===== config.mk =====
export PLATFORM = sky130hd
export DESIGN_NAME = glyph_quad_vertex_generator_top
export DESIGN_NICKNAME = d
export VERILOG_FILES = /design/src/design/gqv_pkg.sv /design/src/design/gqv_ram.sv /design/src/design/gqv_layout.sv /design/src/design/gqv_vertex.sv /design/src/design/glyph_quad_vertex_generator_top.sv
export VERILOG_INCLUDE_DIRS = /design/src /design/src/design
export SDC_FILE = /design/constraint.sdc
export NUM_CORES = 2
export LEC_CHECK = 0
export BUFFER_PORTS_ARGS = -buffer_cell sky130_fd_sc_hd__buf_4
export CAP_MARGIN = 30
export CELL_PAD_IN_SITES_DETAIL_PLACEMENT = 0
export CELL_PAD_IN_SITES_GLOBAL_PLACEMENT = 1
export CORE_UTILIZATION = 50
export CTS_CLUSTER_SIZE = 14
export DETAILED_ROUTE_END_ITERATION = 8
export GPL_ROUTABILITY_DRIVEN = 1
export GPL_TIMING_DRIVEN = 0
export PLACE_DENSITY = 0.77
export SYNTH_ARGS = -nofsm -noshare
export SYNTH_HDL_FRONTEND = slang
export SYNTH_SLANG_ARGS = --single-unit

===== constraint.sdc =====
create_clock -name clock -period 16 [get_ports clock]
set_clock_uncertainty 0.1 [all_clocks]
set_input_delay 0 -clock clock [delete_from_list [all_inputs] [get_ports clock]]
set_output_delay 0 -clock clock [all_outputs]
set_load 0.01 [all_outputs]

===== src/design/assert_macros.svh =====
// Assertion helpers for the RTL.
`ifndef ASSERT_MACROS_SVH
`define ASSERT_MACROS_SVH

`ifndef SYNTHESIS
// Same-cycle implication.
`define ASSERT_IMPLY(label, clk, rst, ante, cons) \
   label: assert property (@(posedge clk) disable iff (rst) (ante) |-> (cons)) \
      else $error("assertion failed");
// Next-cycle implication.
`define ASSERT_NEXT(label, clk, rst, ante, cons) \
   label: assert property (@(posedge clk) disable iff (rst) (ante) |=> (cons)) \
      else $error("assertion failed");
`else
`define ASSERT_IMPLY(label, clk, rst, ante, cons)
`define ASSERT_NEXT(label, clk, rst, ante, cons)
`endif

`endif


===== src/design/gqv_pkg.sv =====
`timescale 1ns / 1ps
package gqv_pkg;

   localparam int GLYPH_COUNT = 95;
   localparam int FIRST_CODE  = 32;
   localparam int ADDR_W      = (GLYPH_COUNT > 1) ? $clog2(GLYPH_COUNT) : 1;

   localparam int POS_W   = 16;
   localparam int U_W     = 16;
   localparam int GW_W    = 8;
   localparam int CODE_W  = 8;
   localparam int CFG_W   = 8;

   // Config register indexes
   localparam logic CSR_SPACE_ADVANCE = 1'b0;
   localparam logic CSR_GLYPH_HEIGHT  = 1'b1;

   localparam logic [CFG_W-1:0] SPACE_ADVANCE_RST = 8'd3;
   localparam logic [CFG_W-1:0] GLYPH_HEIGHT_RST  = 8'd32;

   localparam int          VERTS_PER_QUAD = 6;
   localparam int          VTX_CNT_W      = 3;
   localparam logic [VTX_CNT_W-1:0] LAST_VTX = VTX_CNT_W'(VERTS_PER_QUAD - 1);
   // Per-vertex corner selection, bit i for vertex i:
   // TL, BR, BL, TL, TR, BR
   localparam logic [VERTS_PER_QUAD-1:0] VTX_RIGHT  = 6'b110010;
   localparam logic [VERTS_PER_QUAD-1:0] VTX_BOTTOM = 6'b100110;

   typedef enum logic [1:0] {
      MODE_GLYPH = 2'd0,
      MODE_PEN   = 2'd1,
      MODE_DRAW  = 2'd2,
      MODE_NONE  = 2'd3
   } mode_type;

   typedef enum logic [1:0] {
      KIND_PEN,
      KIND_SPACE,
      KIND_DRAW
   } kind_type;

   typedef struct packed {
      logic [U_W-1:0]  left_u;
      logic [U_W-1:0]  right_u;
      logic [GW_W-1:0] width;
   } glyph_entry_type;

   localparam int ENTRY_W = $bits(glyph_entry_type);

   typedef struct packed {
      logic [POS_W-1:0] x_left;
      logic [POS_W-1:0] x_right;
      logic [POS_W-1:0] y_top;
      logic [POS_W-1:0] y_bottom;
      logic [U_W-1:0]   left_u;
      logic [U_W-1:0]   right_u;
   } quad_type;

endpackage


===== src/design/gqv_ram.sv =====
`timescale 1ns / 1ps
module gqv_ram #(
   parameter int WIDTH = 8,
   parameter int DEPTH = 16
) (
   input  logic                     clock,
   input  logic                     wr_en,
   input  logic [$clog2(DEPTH)-1:0] wr_addr,
   input  logic [WIDTH-1:0]         wr_data,
   input  logic                     rd_en,
   input  logic [$clog2(DEPTH)-1:0] rd_addr,
   output logic [WIDTH-1:0]         rd_data
);
   logic [WIDTH-1:0] mem_ff [DEPTH];
   logic [WIDTH-1:0] rd_data_ff;

   always_ff @(posedge clock) begin
      if (wr_en) begin
         mem_ff[wr_addr] <= wr_data;
      end
      if (rd_en) begin
         rd_data_ff <= mem_ff[rd_addr];
      end
   end

   assign rd_data = rd_data_ff;
endmodule


===== src/design/gqv_layout.sv =====
`timescale 1ns / 1ps
module gqv_layout (
   input  logic                              clock,
   input  logic                              reset,
   input  logic                              in_valid,
   input  gqv_pkg::kind_type                 in_kind,
   input  logic [gqv_pkg::POS_W-1:0]         in_x,
   input  logic [gqv_pkg::POS_W-1:0]         in_y,
   output logic                              in_ready,
   input  gqv_pkg::glyph_entry_type          entry,
   input  logic [gqv_pkg::CFG_W-1:0]         space_advance,
   input  logic [gqv_pkg::CFG_W-1:0]         glyph_height,
   input  logic                              quad_ready,
   output logic                              quad_valid,
   output gqv_pkg::quad_type                 quad
);
   import gqv_pkg::*;

   logic             s1_valid_ff, s1_valid_in;
   kind_type         s1_kind_ff;
   logic [POS_W-1:0] s1_x_ff, s1_y_ff;
   logic [POS_W-1:0] pen_x_ff, pen_x_in;
   logic [POS_W-1:0] pen_y_ff, pen_y_in;
   logic             s1_done;

   assign s1_done    = s1_valid_ff && ((s1_kind_ff != KIND_DRAW) || quad_ready);
   assign in_ready   = !s1_valid_ff || s1_done;
   assign quad_valid = s1_valid_ff && (s1_kind_ff == KIND_DRAW) && quad_ready;

   always_comb begin
      quad.x_left   = pen_x_ff;
      quad.x_right  = pen_x_ff + POS_W'(entry.width);
      quad.y_top    = pen_y_ff;
      quad.y_bottom = pen_y_ff - POS_W'(glyph_height);
      quad.left_u   = entry.left_u;
      quad.right_u  = entry.right_u;
   end

   always_comb begin
      s1_valid_in = s1_done ? 1'b0 : s1_valid_ff;
      if (in_valid) begin
         s1_valid_in = 1'b1;
      end
      pen_x_in = pen_x_ff;
      pen_y_in = pen_y_ff;
      if (s1_done) begin
         case (s1_kind_ff)
            KIND_PEN: begin
               pen_x_in = s1_x_ff;
               pen_y_in = s1_y_ff;
            end
            KIND_SPACE: begin
               pen_x_in = pen_x_ff + POS_W'(space_advance);
            end
            KIND_DRAW: begin
               pen_x_in = pen_x_ff + POS_W'(entry.width) + POS_W'(1);
            end
            default: begin
               pen_x_in = pen_x_ff;
            end
         endcase
      end
   end

   always_ff @(posedge clock) begin
      if (reset) begin
         s1_valid_ff <= 1'b0;
         pen_x_ff    <= '0;
         pen_y_ff    <= '0;
      end else begin
         s1_valid_ff <= s1_valid_in;
         pen_x_ff    <= pen_x_in;
         pen_y_ff    <= pen_y_in;
      end
   end

   always_ff @(posedge clock) begin
      if (in_valid) begin
         s1_kind_ff <= in_kind;
         s1_x_ff    <= in_x;
         s1_y_ff    <= in_y;
      end
   end
endmodule


===== src/design/gqv_vertex.sv =====
`timescale 1ns / 1ps
module gqv_vertex (
   input  logic                              clock,
   input  logic                              reset,
   input  logic                              quad_valid,
   input  gqv_pkg::quad_type                 quad,
   output logic                              quad_ready,
   output logic                              rsp_valid,
   input  logic                              rsp_ready,
   output logic signed [gqv_pkg::POS_W-1:0]  rsp_pos_x,
   output logic signed [gqv_pkg::POS_W-1:0]  rsp_pos_y,
   output logic [gqv_pkg::U_W-1:0]           rsp_tex_u,
   output logic                              rsp_tex_v_bottom,
   output logic                              rsp_last_vertex
);
   import gqv_pkg::*;

   quad_type             quad_ff;
   logic                 valid_ff, valid_in;
   logic [VTX_CNT_W-1:0] cnt_ff, cnt_in;
   logic                 right, bottom, last;

   assign last       = (cnt_ff == LAST_VTX);
   assign quad_ready = !valid_ff || (rsp_ready && last);

   always_comb begin
      valid_in = valid_ff;
      cnt_in   = cnt_ff;
      if (quad_valid) begin
         valid_in = 1'b1;
         cnt_in   = '0;
      end else if (valid_ff && rsp_ready) begin
         if (last) begin
            valid_in = 1'b0;
         end else begin
            cnt_in = cnt_ff + VTX_CNT_W'(1);
         end
      end
   end

   always_ff @(posedge clock) begin
      if (reset) begin
         valid_ff <= 1'b0;
         cnt_ff   <= '0;
      end else begin
         valid_ff <= valid_in;
         cnt_ff   <= cnt_in;
      end
   end

   always_ff @(posedge clock) begin
      if (quad_valid) begin
         quad_ff <= quad;
      end
   end

   assign right  = VTX_RIGHT[cnt_ff];
   assign bottom = VTX_BOTTOM[cnt_ff];

   assign rsp_valid        = valid_ff;
   assign rsp_pos_x        = right ? quad_ff.x_right : quad_ff.x_left;
   assign rsp_pos_y        = bottom ? quad_ff.y_bottom : quad_ff.y_top;
   assign rsp_tex_u        = right ? quad_ff.right_u : quad_ff.left_u;
   assign rsp_tex_v_bottom = bottom;
   assign rsp_last_vertex  = last;
endmodule


===== src/design/glyph_quad_vertex_generator_top.sv =====
`timescale 1ns / 1ps
// Bitmap-font text layout: turns character transactions into textured quad vertices.
// A glyph transaction (mode 0) writes one entry of the 95-entry glyph RAM, a pen
// transaction (mode 1) sets the pen, and a draw transaction (mode 2) either moves the
// pen by space_advance (space) or has the single vertex emitter stream six vertices,
// one per cycle while rsp_ready is high, in the order TL, BR, BL, TL, TR, BR, then
// moves the pen by glyph width plus one. Codes outside the printable range and mode
// 3 are dropped without output. Other transactions are taken one per cycle as long
// as the layout stage is not held by a glyph waiting for the emitter. Glyph RAM
// contents are undefined after reset until written; drawing an unwritten glyph gives
// undefined vertex fields. Write config only while idle; it is not enforced.
module glyph_quad_vertex_generator_top (
   input  logic                             clock,
   input  logic                             reset,
   // request channel
   input  logic                             req_valid,
   output logic                             req_ready,
   input  logic [1:0]                       req_mode,
   input  logic [6:0]                       req_glyph_index,
   input  logic [gqv_pkg::U_W-1:0]          req_glyph_left_u,
   input  logic [gqv_pkg::U_W-1:0]          req_glyph_right_u,
   input  logic [gqv_pkg::GW_W-1:0]         req_glyph_width,
   input  logic signed [gqv_pkg::POS_W-1:0] req_start_x,
   input  logic signed [gqv_pkg::POS_W-1:0] req_start_y,
   input  logic [gqv_pkg::CODE_W-1:0]       req_char_code,
   // response channel
   output logic                             rsp_valid,
   input  logic                             rsp_ready,
   output logic signed [gqv_pkg::POS_W-1:0] rsp_pos_x,
   output logic signed [gqv_pkg::POS_W-1:0] rsp_pos_y,
   output logic [gqv_pkg::U_W-1:0]          rsp_tex_u,
   output logic                             rsp_tex_v_bottom,
   output logic                             rsp_last_vertex,
   // config
   input  logic                             csr_write_enable,
   input  logic                             csr_index,
   input  logic [gqv_pkg::CFG_W-1:0]        csr_write_data
);
   import gqv_pkg::*;

`include "assert_macros.svh"

   logic [CFG_W-1:0] space_advance_ff;
   logic [CFG_W-1:0] glyph_height_ff;

   logic            accept;
   mode_type        mode;
   logic            code_in_range, code_is_space;
   logic [CODE_W:0] code_ext;
   logic [CODE_W-1:0] slot;
   logic            ram_wr_en, ram_rd_en;
   glyph_entry_type wr_entry;
   glyph_entry_type rd_entry;
   logic            lay_valid;
   kind_type        lay_kind;
   quad_type        quad;
   logic            quad_valid, quad_ready;

   // Config registers
   always_ff @(posedge clock) begin
      if (reset) begin
         space_advance_ff <= SPACE_ADVANCE_RST;
         glyph_height_ff  <= GLYPH_HEIGHT_RST;
      end else if (csr_write_enable) begin
         case (csr_index)
            CSR_SPACE_ADVANCE: space_advance_ff <= csr_write_data;
            CSR_GLYPH_HEIGHT:  glyph_height_ff  <= csr_write_data;
            default: begin
            end
         endcase
      end
   end

   // Decode of the incoming transaction
   assign accept        = req_valid && req_ready;
   assign mode          = mode_type'(req_mode);
   assign code_ext      = {1'b0, req_char_code};
   assign code_in_range = (code_ext >= (CODE_W+1)'(FIRST_CODE)) &&
                          (code_ext < (CODE_W+1)'(FIRST_CODE + GLYPH_COUNT));
   assign code_is_space = (code_ext == (CODE_W+1)'(FIRST_CODE));
   assign slot          = req_char_code - CODE_W'(FIRST_CODE);

   assign wr_entry.left_u  = req_glyph_left_u;
   assign wr_entry.right_u = req_glyph_right_u;
   assign wr_entry.width   = req_glyph_width;

   // Table write lands at accept; a draw that follows reads at a later edge,
   // so no read/write overlap on one entry.
   assign ram_wr_en = accept && (mode == MODE_GLYPH) &&
                      ({1'b0, req_glyph_index} < 8'(GLYPH_COUNT));
   assign ram_rd_en = accept && (mode == MODE_DRAW) && code_in_range && !code_is_space;

   always_comb begin
      lay_valid = 1'b0;
      lay_kind  = KIND_PEN;
      case (mode)
         MODE_PEN: begin
            lay_valid = accept;
         end
         MODE_DRAW: begin
            lay_valid = accept && code_in_range;
            lay_kind  = code_is_space ? KIND_SPACE : KIND_DRAW;
         end
         default: begin
            lay_valid = 1'b0;
         end
      endcase
   end

   gqv_ram #(
      .WIDTH (ENTRY_W),
      .DEPTH (GLYPH_COUNT)
   ) u_glyph_ram (
      .clock   (clock),
      .wr_en   (ram_wr_en),
      .wr_addr (ADDR_W'(req_glyph_index)),
      .wr_data (wr_entry),
      .rd_en   (ram_rd_en),
      .rd_addr (ADDR_W'(slot)),
      .rd_data (rd_entry)
   );

   // Pen stage: sees RAM data in the cycle after accept
   gqv_layout u_layout (
      .clock         (clock),
      .reset         (reset),
      .in_valid      (lay_valid),
      .in_kind       (lay_kind),
      .in_x          (req_start_x),
      .in_y          (req_start_y),
      .in_ready      (req_ready),
      .entry         (rd_entry),
      .space_advance (space_advance_ff),
      .glyph_height  (glyph_height_ff),
      .quad_ready    (quad_ready),
      .quad_valid    (quad_valid),
      .quad          (quad)
   );

   // Vertex emitter: six vertices per quad
   gqv_vertex u_vertex (
      .clock            (clock),
      .reset            (reset),
      .quad_valid       (quad_valid),
      .quad             (quad),
      .quad_ready       (quad_ready),
      .rsp_valid        (rsp_valid),
      .rsp_ready        (rsp_ready),
      .rsp_pos_x        (rsp_pos_x),
      .rsp_pos_y        (rsp_pos_y),
      .rsp_tex_u        (rsp_tex_u),
      .rsp_tex_v_bottom (rsp_tex_v_bottom),
      .rsp_last_vertex  (rsp_last_vertex)
   );

   // A quad is handed over only when the emitter can take it
   `ASSERT_IMPLY(a_quad_load_free, clock, reset, quad_valid, quad_ready)
   // A quad in flight is never cut short
   `ASSERT_NEXT(a_quad_no_drop, clock, reset, rsp_valid && rsp_ready && !rsp_last_vertex, rsp_valid)
   // The closing vertex is a bottom corner
   `ASSERT_IMPLY(a_last_bottom, clock, reset, rsp_valid && rsp_last_vertex, rsp_tex_v_bottom)

endmodule

# == Word-level counts from Yosys, hierarchy flattened ==
# Memory sizes are Yosys's and may differ from the RTL's. A register that Yosys moved wholly into a read port is not among the register bits.
# Index checks and enable logic that the tools add are counted.
# word_totals
n_memories,3
ram_bits,3800
reg_bits,183
romBits,16
# classes
add_sub_neg,6
n_bitwise,2
order_cmp,4
n_eq_ne,7
n_mux,19
reduce_logical,32
# mem_list
name,depth,word_bits,read_ports,rd_ports_with_merged_regs,write_ports,line_no,source
u_glyph_ram.mem_ff,95,40,1,1,1,gqv_ram.sv:14,logic [WIDTH-1:0] mem_ff [DEPTH];
(no name shown),8,1,1,1,0,gqv_vertex.sv:57,assign right = VTX_RIGHT[cnt_ff];
(no name shown),8,1,1,1,0,gqv_vertex.sv:58,assign bottom = VTX_BOTTOM[cnt_ff];
# ops
operator,n
2-to-1 mux 16 bit,3
case mux 16 bit (3 select lines),1
adder 16 x 8 -> 16 bit,2
adder 16 x 1 -> 16 bit (second input constant),1
subtractor 16 x 8 -> 16 bit,1
logical AND 1 bit,13
2-to-1 mux 3 bit,4
AND reduction 2 bit,6
2-to-1 mux 1 bit,9
equality test 8 x 6 -> 1 bit (second input constant),1
greater-or-equal comparator 8 x 6 -> 1 bit (second input constant),1
less-than comparator 8 x 7 -> 1 bit (second input constant),1
less-than comparator 7 bit (second input constant),1
subtractor 7 x 6 -> 7 bit (second input constant),1
nonzero test 2 bit,3
equality test 2 x 1 -> 1 bit (second input constant),2
equality test 2 bit (second input constant),2
zero test 2 bit,2
less-than comparator 3 x 4 -> 1 bit (second input constant),1
adder 3 x 1 -> 3 bit (second input constant),1
equality test 3 bit (second input constant),1
zero test 1 bit,3
logical OR 1 bit,3
nonzero test 3 bit,1
5 further kinds,6

# == Depth between registers and ports, before layout ==
# depth
word_depth,11
mapped_depth,11
mapped_depth_nobuf,11

# == Hierarchy ==
# Synthesis repeated with hierarchy kept, for this count alone.
# unflattened
hier_cells,7380
hier_area_um2,155897.0
# modules_own_cells
mod,area_each_um2,seq_area_each_um2,instances,cells_each
gqv_ram,146718.2,115310.6,1,6602
gqv_layout,4611.9,1681.6,1,497
gqv_vertex,3809.9,3002.9,1,185
glyph_quad_vertex_generator_top,757.0,320.3,1,96

# == Worst setup path after synthesis ==
# OpenSTA, ideal clock, no wires.
# synth_path
path_kind,reg-to-reg
from,register u_vertex.cnt_ff[0]
to,"register u_vertex.quad_ff[0] (netlist name), enable pin"
setup_slack_ns,10.554
n_path_buf,0
path_stages_with_launch,5
required_ns,15.349
t_arrival_ns,4.795
cell_sequence,dfxtp_1 > ha_1 > nand3_1 > and2_1 > nor2_1
# synth_between
elab_chain_cells,4
# synth_rtl
item,line_no,source
from (decl),gqv_vertex.sv:20,"logic [VTX_CNT_W-1:0] cnt_ff, cnt_in;"
from (signal assigned),gqv_vertex.sv:47,cnt_ff <= cnt_in;
equality test 3 bit,gqv_vertex.sv:23,assign last = (cnt_ff == LAST_VTX);
logical AND 1 bit,gqv_vertex.sv:24,assign quad_ready = !valid_ff || (rsp_ready && last);
logical OR 1 bit,gqv_vertex.sv:24,
logical AND 1 bit,gqv_layout.sv:28,assign quad_valid = s1_valid_ff && (s1_kind_ff == KIND_DRAW) && quad_ready;
named net quad_valid,glyph_quad_vertex_generator_top.sv:57,"logic quad_valid, quad_ready;"
to (signal assigned),gqv_vertex.sv:53,quad_ff <= quad;
to (decl),gqv_vertex.sv:18,quad_type quad_ff;
# The timed path passes the listed nets, and every way through them passes these cells.
# A chain may end at the register's enable or synchronous reset.

# == Worst setup path in the final report ==
# layout_path
from,register u_vertex.cnt_ff[0]
to,"memory u_glyph_ram.mem_ff[41][21] (netlist name), enable pin"
# layout_between
elab_chain_cells,11
# layout_rtl
item,line_no,source
equality test 3 bit,gqv_vertex.sv:23,
logical AND 1 bit,gqv_vertex.sv:24,
logical OR 1 bit,gqv_vertex.sv:24,
logical OR 1 bit,gqv_layout.sv:26,assign s1_done = s1_valid_ff && ((s1_kind_ff != KIND_DRAW) || quad_ready);
logical AND 1 bit,gqv_layout.sv:26,
logical OR 1 bit,gqv_layout.sv:27,assign in_ready = !s1_valid_ff || s1_done;
logical AND 1 bit,glyph_quad_vertex_generator_top.sv:75,assign accept = req_valid && req_ready;
logical AND 1 bit (2 in a row),glyph_quad_vertex_generator_top.sv:89,assign ram_wr_en = accept && (mode == MODE_GLYPH) &&
2-to-1 mux 1 bit,gqv_ram.sv:18,if (wr_en) begin
2-to-1 mux 1 bit (implied by the code),gqv_ram.sv:19,mem_ff[wr_addr] <= wr_data;
to (decl),gqv_ram.sv:14,
# Every way passes these cells.

==> metrics list <==
* Run status: finished with violations
- Violations in the final reports: design-rule violations
* IR drop worst, VDD: 0.109 mV
* DRT antenna net count: 0
* Antenna violations before repair: 55
- Stage delay of the slowest cell on the critical path: 860 ps
- Number of rows created at floorplan: 204
* Top layer used by detailed routing: met5
* List of cells traversed by the critical path: ha_1, nand3_1, and2_1, nand3_1, nand2_1, nor2_1, nand2_1, dlygate4sd3_1, nand2b_1, clkbuf_2, nor2_4, buf_12
- Cells with a size suffix above 1 make up 31.2% of the layout.
- After detailed routing, the average wire length per cell comes to 34.4 um.
- Buffers inserted during clock tree synthesis total 396.
* CTS clock-pin slew for the worst setup and hold paths: 60 ps
* Post-Place Cell Area: 0.167 mm2
* Chip height: 559 um
* Type of the worst setup path: reg2reg
* Number of H-tree branching levels: 5
- The number of nets in the synthesized netlist is 6734.
- The routed design uses 196000 um of met2 wire.
- Across all hold checks on the routed design, the worst slack comes to 17.7 ps.
- CTS root buf: sky130_fd_sc_hd__clkbuf_16
- Predominant post-synthesis flop cell: sky130_fd_sc_hd__edfxtp_1
- In this run the worst path has a maximum fanout of 23.
* Number of flops mapped to enable cells by yosys: 3970
- For the worst setup path, the data required time is 16530 ps.
* Highest Clock Rate: 200 MHz
* Synth-to-Final Area Change: 17.5%
- Width of the die: 559 um
- Summed over all instances, the cell type with the most area after synthesis is sky130_fd_sc_hd__edfxtp_1.
- 155 I/O pins were placed.
- Post-detailed-route DRC marker count: 138
- Power spread over the standard cell area amounts to 121 mW/mm2.
- Final period demand of the worst path: 4990 ps
* Wire length reported by the detailed router: 415000 um
- Max-cap violation count: 0
* Cell type of the slowest stage on the worst timing path: sky130_fd_sc_hd__nor2_4
- Headroom to the max-slew limit came out at 19.0%.
- After detailed routing, the wire length on met1 is 155000 um.
- Via total after detailed routing: 76411
- For the pin with the worst max-slew slack, the measured transition is 1180 ps.
- The congestion estimate from routability-driven global placement came to 0.915.
- FF+latch area: 0.120 mm2
- The number of global-route vias before repair was 76160.
- Leak Pwr: 57.4 nW
- After routing the design area is 0.182 mm2.
* Area of the die: 0.313 mm2
* Iteration count of the initial detailed-routing pass: 8
- Type of the worst min-delay path: in2reg
- Max Slew Vio Count: 0
- Total negative setup slack: 0 ps
- Detailed routing placed a total of 44600 um of wire on met3.
- In the routed layout, each cell is associated on average with a via count of 6.34.
- Final-report setup violation count: 0
* Portion of total power attributed to sequential cells: 52.6%
- Net switching is 21.7% of the power.
- Yosys printed 0 warnings.
- Area taken by multi-input logic gates: 0.0340 mm2
- The initial utilization of the core area, before any placement, comes to 50.2%.
- The internal power of the cells totals 17.3 mW.
- Number of unique standard cell types used by synthesis: 79
* Mean Syn Cell Area: 23.5 um2
- The first global-routing pass estimated 579000 um of wire.
* Cells after Synth: 6593
- For the worst setup path, the data arrival time is 5520 ps.
* Switching power of the nets: 4.78 mW
- After synthesis, the most frequently instantiated cells are 3970 x sky130_fd_sc_hd__edfxtp_1, 1169 x sky130_fd_sc_hd__mux4_2, 184 x sky130_fd_sc_hd__nand2_1, 161 x sky130_fd_sc_hd__clkbuf_1, 141 x sky130_fd_sc_hd__nor2_1.
- Post-route clock period utilization: 31.2%
* Register bit total from synthesis: 4025
- Share of the synthesized area in the top cell type: 76.8%
* Post-CTS setup buffer count: 0
- Synth Cell Area: 0.155 mm2
- Global-route total usage across every layer: 26.4%
* Net total in the final layout: 7734
- In the synthesized netlist the async set-or-reset flop fraction comes to 0%.
* Final number of hold-violating endpoints: 0
- HPWL Detailed: 272000 um
* Portion of total power attributed to combinational logic: 5.6%
- Fillers: 21096
- TritonCTS clock tree: done
- Part of the total power dissipated in the clock network: 41.7%
- Global routing finished with a remaining overflow of 0.
* Seq/Total Area, Yosys: 77.5%
- For the worst-skew pair, the clock arrives at the later sink with an insertion delay of 960 ps.
- Nature of the critical path startpoint: register
- Iteration-0 DRC count of the detailed router: 11587
- Core footprint: 0.309 mm2
- The clock passes through at most 4 buffers.
- Pin count of the biggest net entering global routing: 96
- RSZ-0062 raised after global routing: no
- For this design, the sink count on the clock tree is 4025.
- Cell types with the largest area share after synthesis: sky130_fd_sc_hd__edfxtp_1 77%, sky130_fd_sc_hd__mux4_2 17%, sky130_fd_sc_hd__mux2_2 0.80%
- Input and output buffers added on the ports amount to 147.
- Top-count cell post-synth: sky130_fd_sc_hd__edfxtp_1
* Capturing element type of the critical path: register
[final cells by class]
cell class                 count  area share [%]
antenna                       15          0.0206
sequential                  4025            66.0
tap                         4120            2.83
clock inverter               258            1.38
multi-input combinational   2179            18.6
timing repair buffer         602            4.60
clock buffer                 468            5.64
inverter                      45          0.0927
buffer                       344           0.808
[metrics by stage]
step           std cells  total power [mW]  util (%)  worst slack, ps
2_1_floorplan       6593              12.4         -            10550
3_3_place_gp       10860              12.9      52.3             7100
3_5_place_dp       11062              13.0      53.9            10840
4_1_cts            11991              22.1      58.7            11220
5_1_grt            12045              22.5      59.0            10920
6_report           12056              22.0      59.0            11010
[state kept, by name, summed over array words and instances (netlist names)]
name and cells:
u_layout.pen_y_ff 16, space_advance_ff 8, u_layout.s1_kind_ff 2, u_glyph_ram.mem_ff 3800, u_vertex.rsp_tex_v_bottom 1, u_glyph_ram.rd_data 40, u_layout.s1_valid_ff 1, u_layout.s1_x_ff 16
u_layout.s1_y_ff 16, u_layout.pen_x_ff 16, glyph_height_ff 8, u_vertex.rsp_valid 1, u_vertex.right 1, u_vertex.quad_ff 96, u_vertex.cnt_ff 3
[timing repair]
item                                     CTS  global route
hold buffers                             203            13
resized for setup                          0             0
endpoints found under the setup margin     0             0
hold endpoints to repair                4714           167
[layer usage]
metal	vias to the layer above	GRT usage [%]
met5	-	0.0152
met4	8	11.4
met3	697	5.53
met2	4536	41.4
met1	40918	36.3
li1	30252	-
[cells by family (layout without fill, tap and decap cells)]
family | after synthesis | count (layout) | share of synthesized area (%)
AO/OA/AOI/OAI | 252 | 252 | 1.03
XOR/XNOR | 45 | 45 | 0.268
adder cells (fa/ha/maj) | 38 | 38 | 0.321
buffers and inverters | 389 | 1717 | 1.05
flip-flops | 4025 | 4025 | 77.5
multiplexers | 1392 | 1392 | 18.5
other | 0 | 15 | 0
AND/OR/NAND/NOR | 452 | 452 | 1.31
[path summary, 6_finish.rpt]
kind,startpoint,to,slack (ps),cells past startpoint
worst max-delay path,u_vertex.cnt_ff[0]$_SDFFE_PN0P_,u_glyph_ram.mem_ff[41][21]$_DFFE_PP_,11010,12
worst max register to register,u_vertex.cnt_ff[0]$_SDFFE_PN0P_,u_glyph_ram.mem_ff[41][21]$_DFFE_PP_,11010,12
worst min register to register,u_glyph_ram.rd_data[18]$_DFFE_PP_,u_vertex.quad_ff[10]$_DFFE_PP_,320,0
worst min-delay path,req_glyph_left_u[15],u_glyph_ram.mem_ff[4][39]$_DFFE_PP_,20,2
[power by group through the flow]
stage | clock, mW | sequential, mW | combinational, mW
final | 9.20 | 11.6 | 1.24
after global routing | 9.66 | 11.6 | 1.28
after floorplan | 0 | 11.8 | 0.564
after CTS | 9.26 | 11.6 | 1.20
after detailed placement | 0 | 11.8 | 1.15
after global placement | 0 | 11.8 | 1.09
[critical path: cells and delay by family, from the launching register on]
kind,cells,cell delay [ps]
AND/OR/NAND/NOR,8,2410
buffers and inverters,3,1450
flip-flops,1,400
adder cells (fa/ha/maj),1,200
[cells in the final DEF, fill, tap and decap left out, types with 7 or more instances in the layout]
cell	n
sky130_fd_sc_hd__nor2_4	97
sky130_fd_sc_hd__nand2_1	184
sky130_fd_sc_hd__dfxtp_1	55
sky130_fd_sc_hd__buf_1	67
sky130_fd_sc_hd__clkinvlp_4	9
sky130_fd_sc_hd__nand2b_1	7
sky130_fd_sc_hd__or3_1	9
sky130_fd_sc_hd__mux4_2	1169
sky130_fd_sc_hd__dlygate4sd3_1	211
sky130_fd_sc_hd__xnor2_1	30
sky130_fd_sc_hd__mux2_2	110
sky130_fd_sc_hd__mux2i_1	113
sky130_fd_sc_hd__clkinv_16	11
sky130_fd_sc_hd__nor3_1	16
sky130_fd_sc_hd__ha_1	35
sky130_fd_sc_hd__clkbuf_2	8
sky130_fd_sc_hd__edfxtp_1	3970
sky130_fd_sc_hd__clkbuf_16	400
sky130_fd_sc_hd__inv_1	42
sky130_fd_sc_hd__o21ai_1	42
sky130_fd_sc_hd__clkbuf_1	219
sky130_fd_sc_hd__o211ai_1	40
sky130_fd_sc_hd__buf_2	105
sky130_fd_sc_hd__nor4_1	9
sky130_fd_sc_hd__buf_16	87
sky130_fd_sc_hd__a21oi_1	52
sky130_fd_sc_hd__buf_12	104
sky130_fd_sc_hd__nor2b_1	12
sky130_fd_sc_hd__clkinv_1	106
sky130_fd_sc_hd__nor2_1	44
sky130_fd_sc_hd__nand3_1	35
sky130_fd_sc_hd__o21ai_0	59
sky130_fd_sc_hd__bufinv_16	36
sky130_fd_sc_hd__buf_8	38
sky130_fd_sc_hd__xor2_1	12
sky130_fd_sc_hd__clkinv_2	80
sky130_fd_sc_hd__diode_2	15
sky130_fd_sc_hd__buf_4	169
Note: power is estimated with default switching activity, not from simulation.
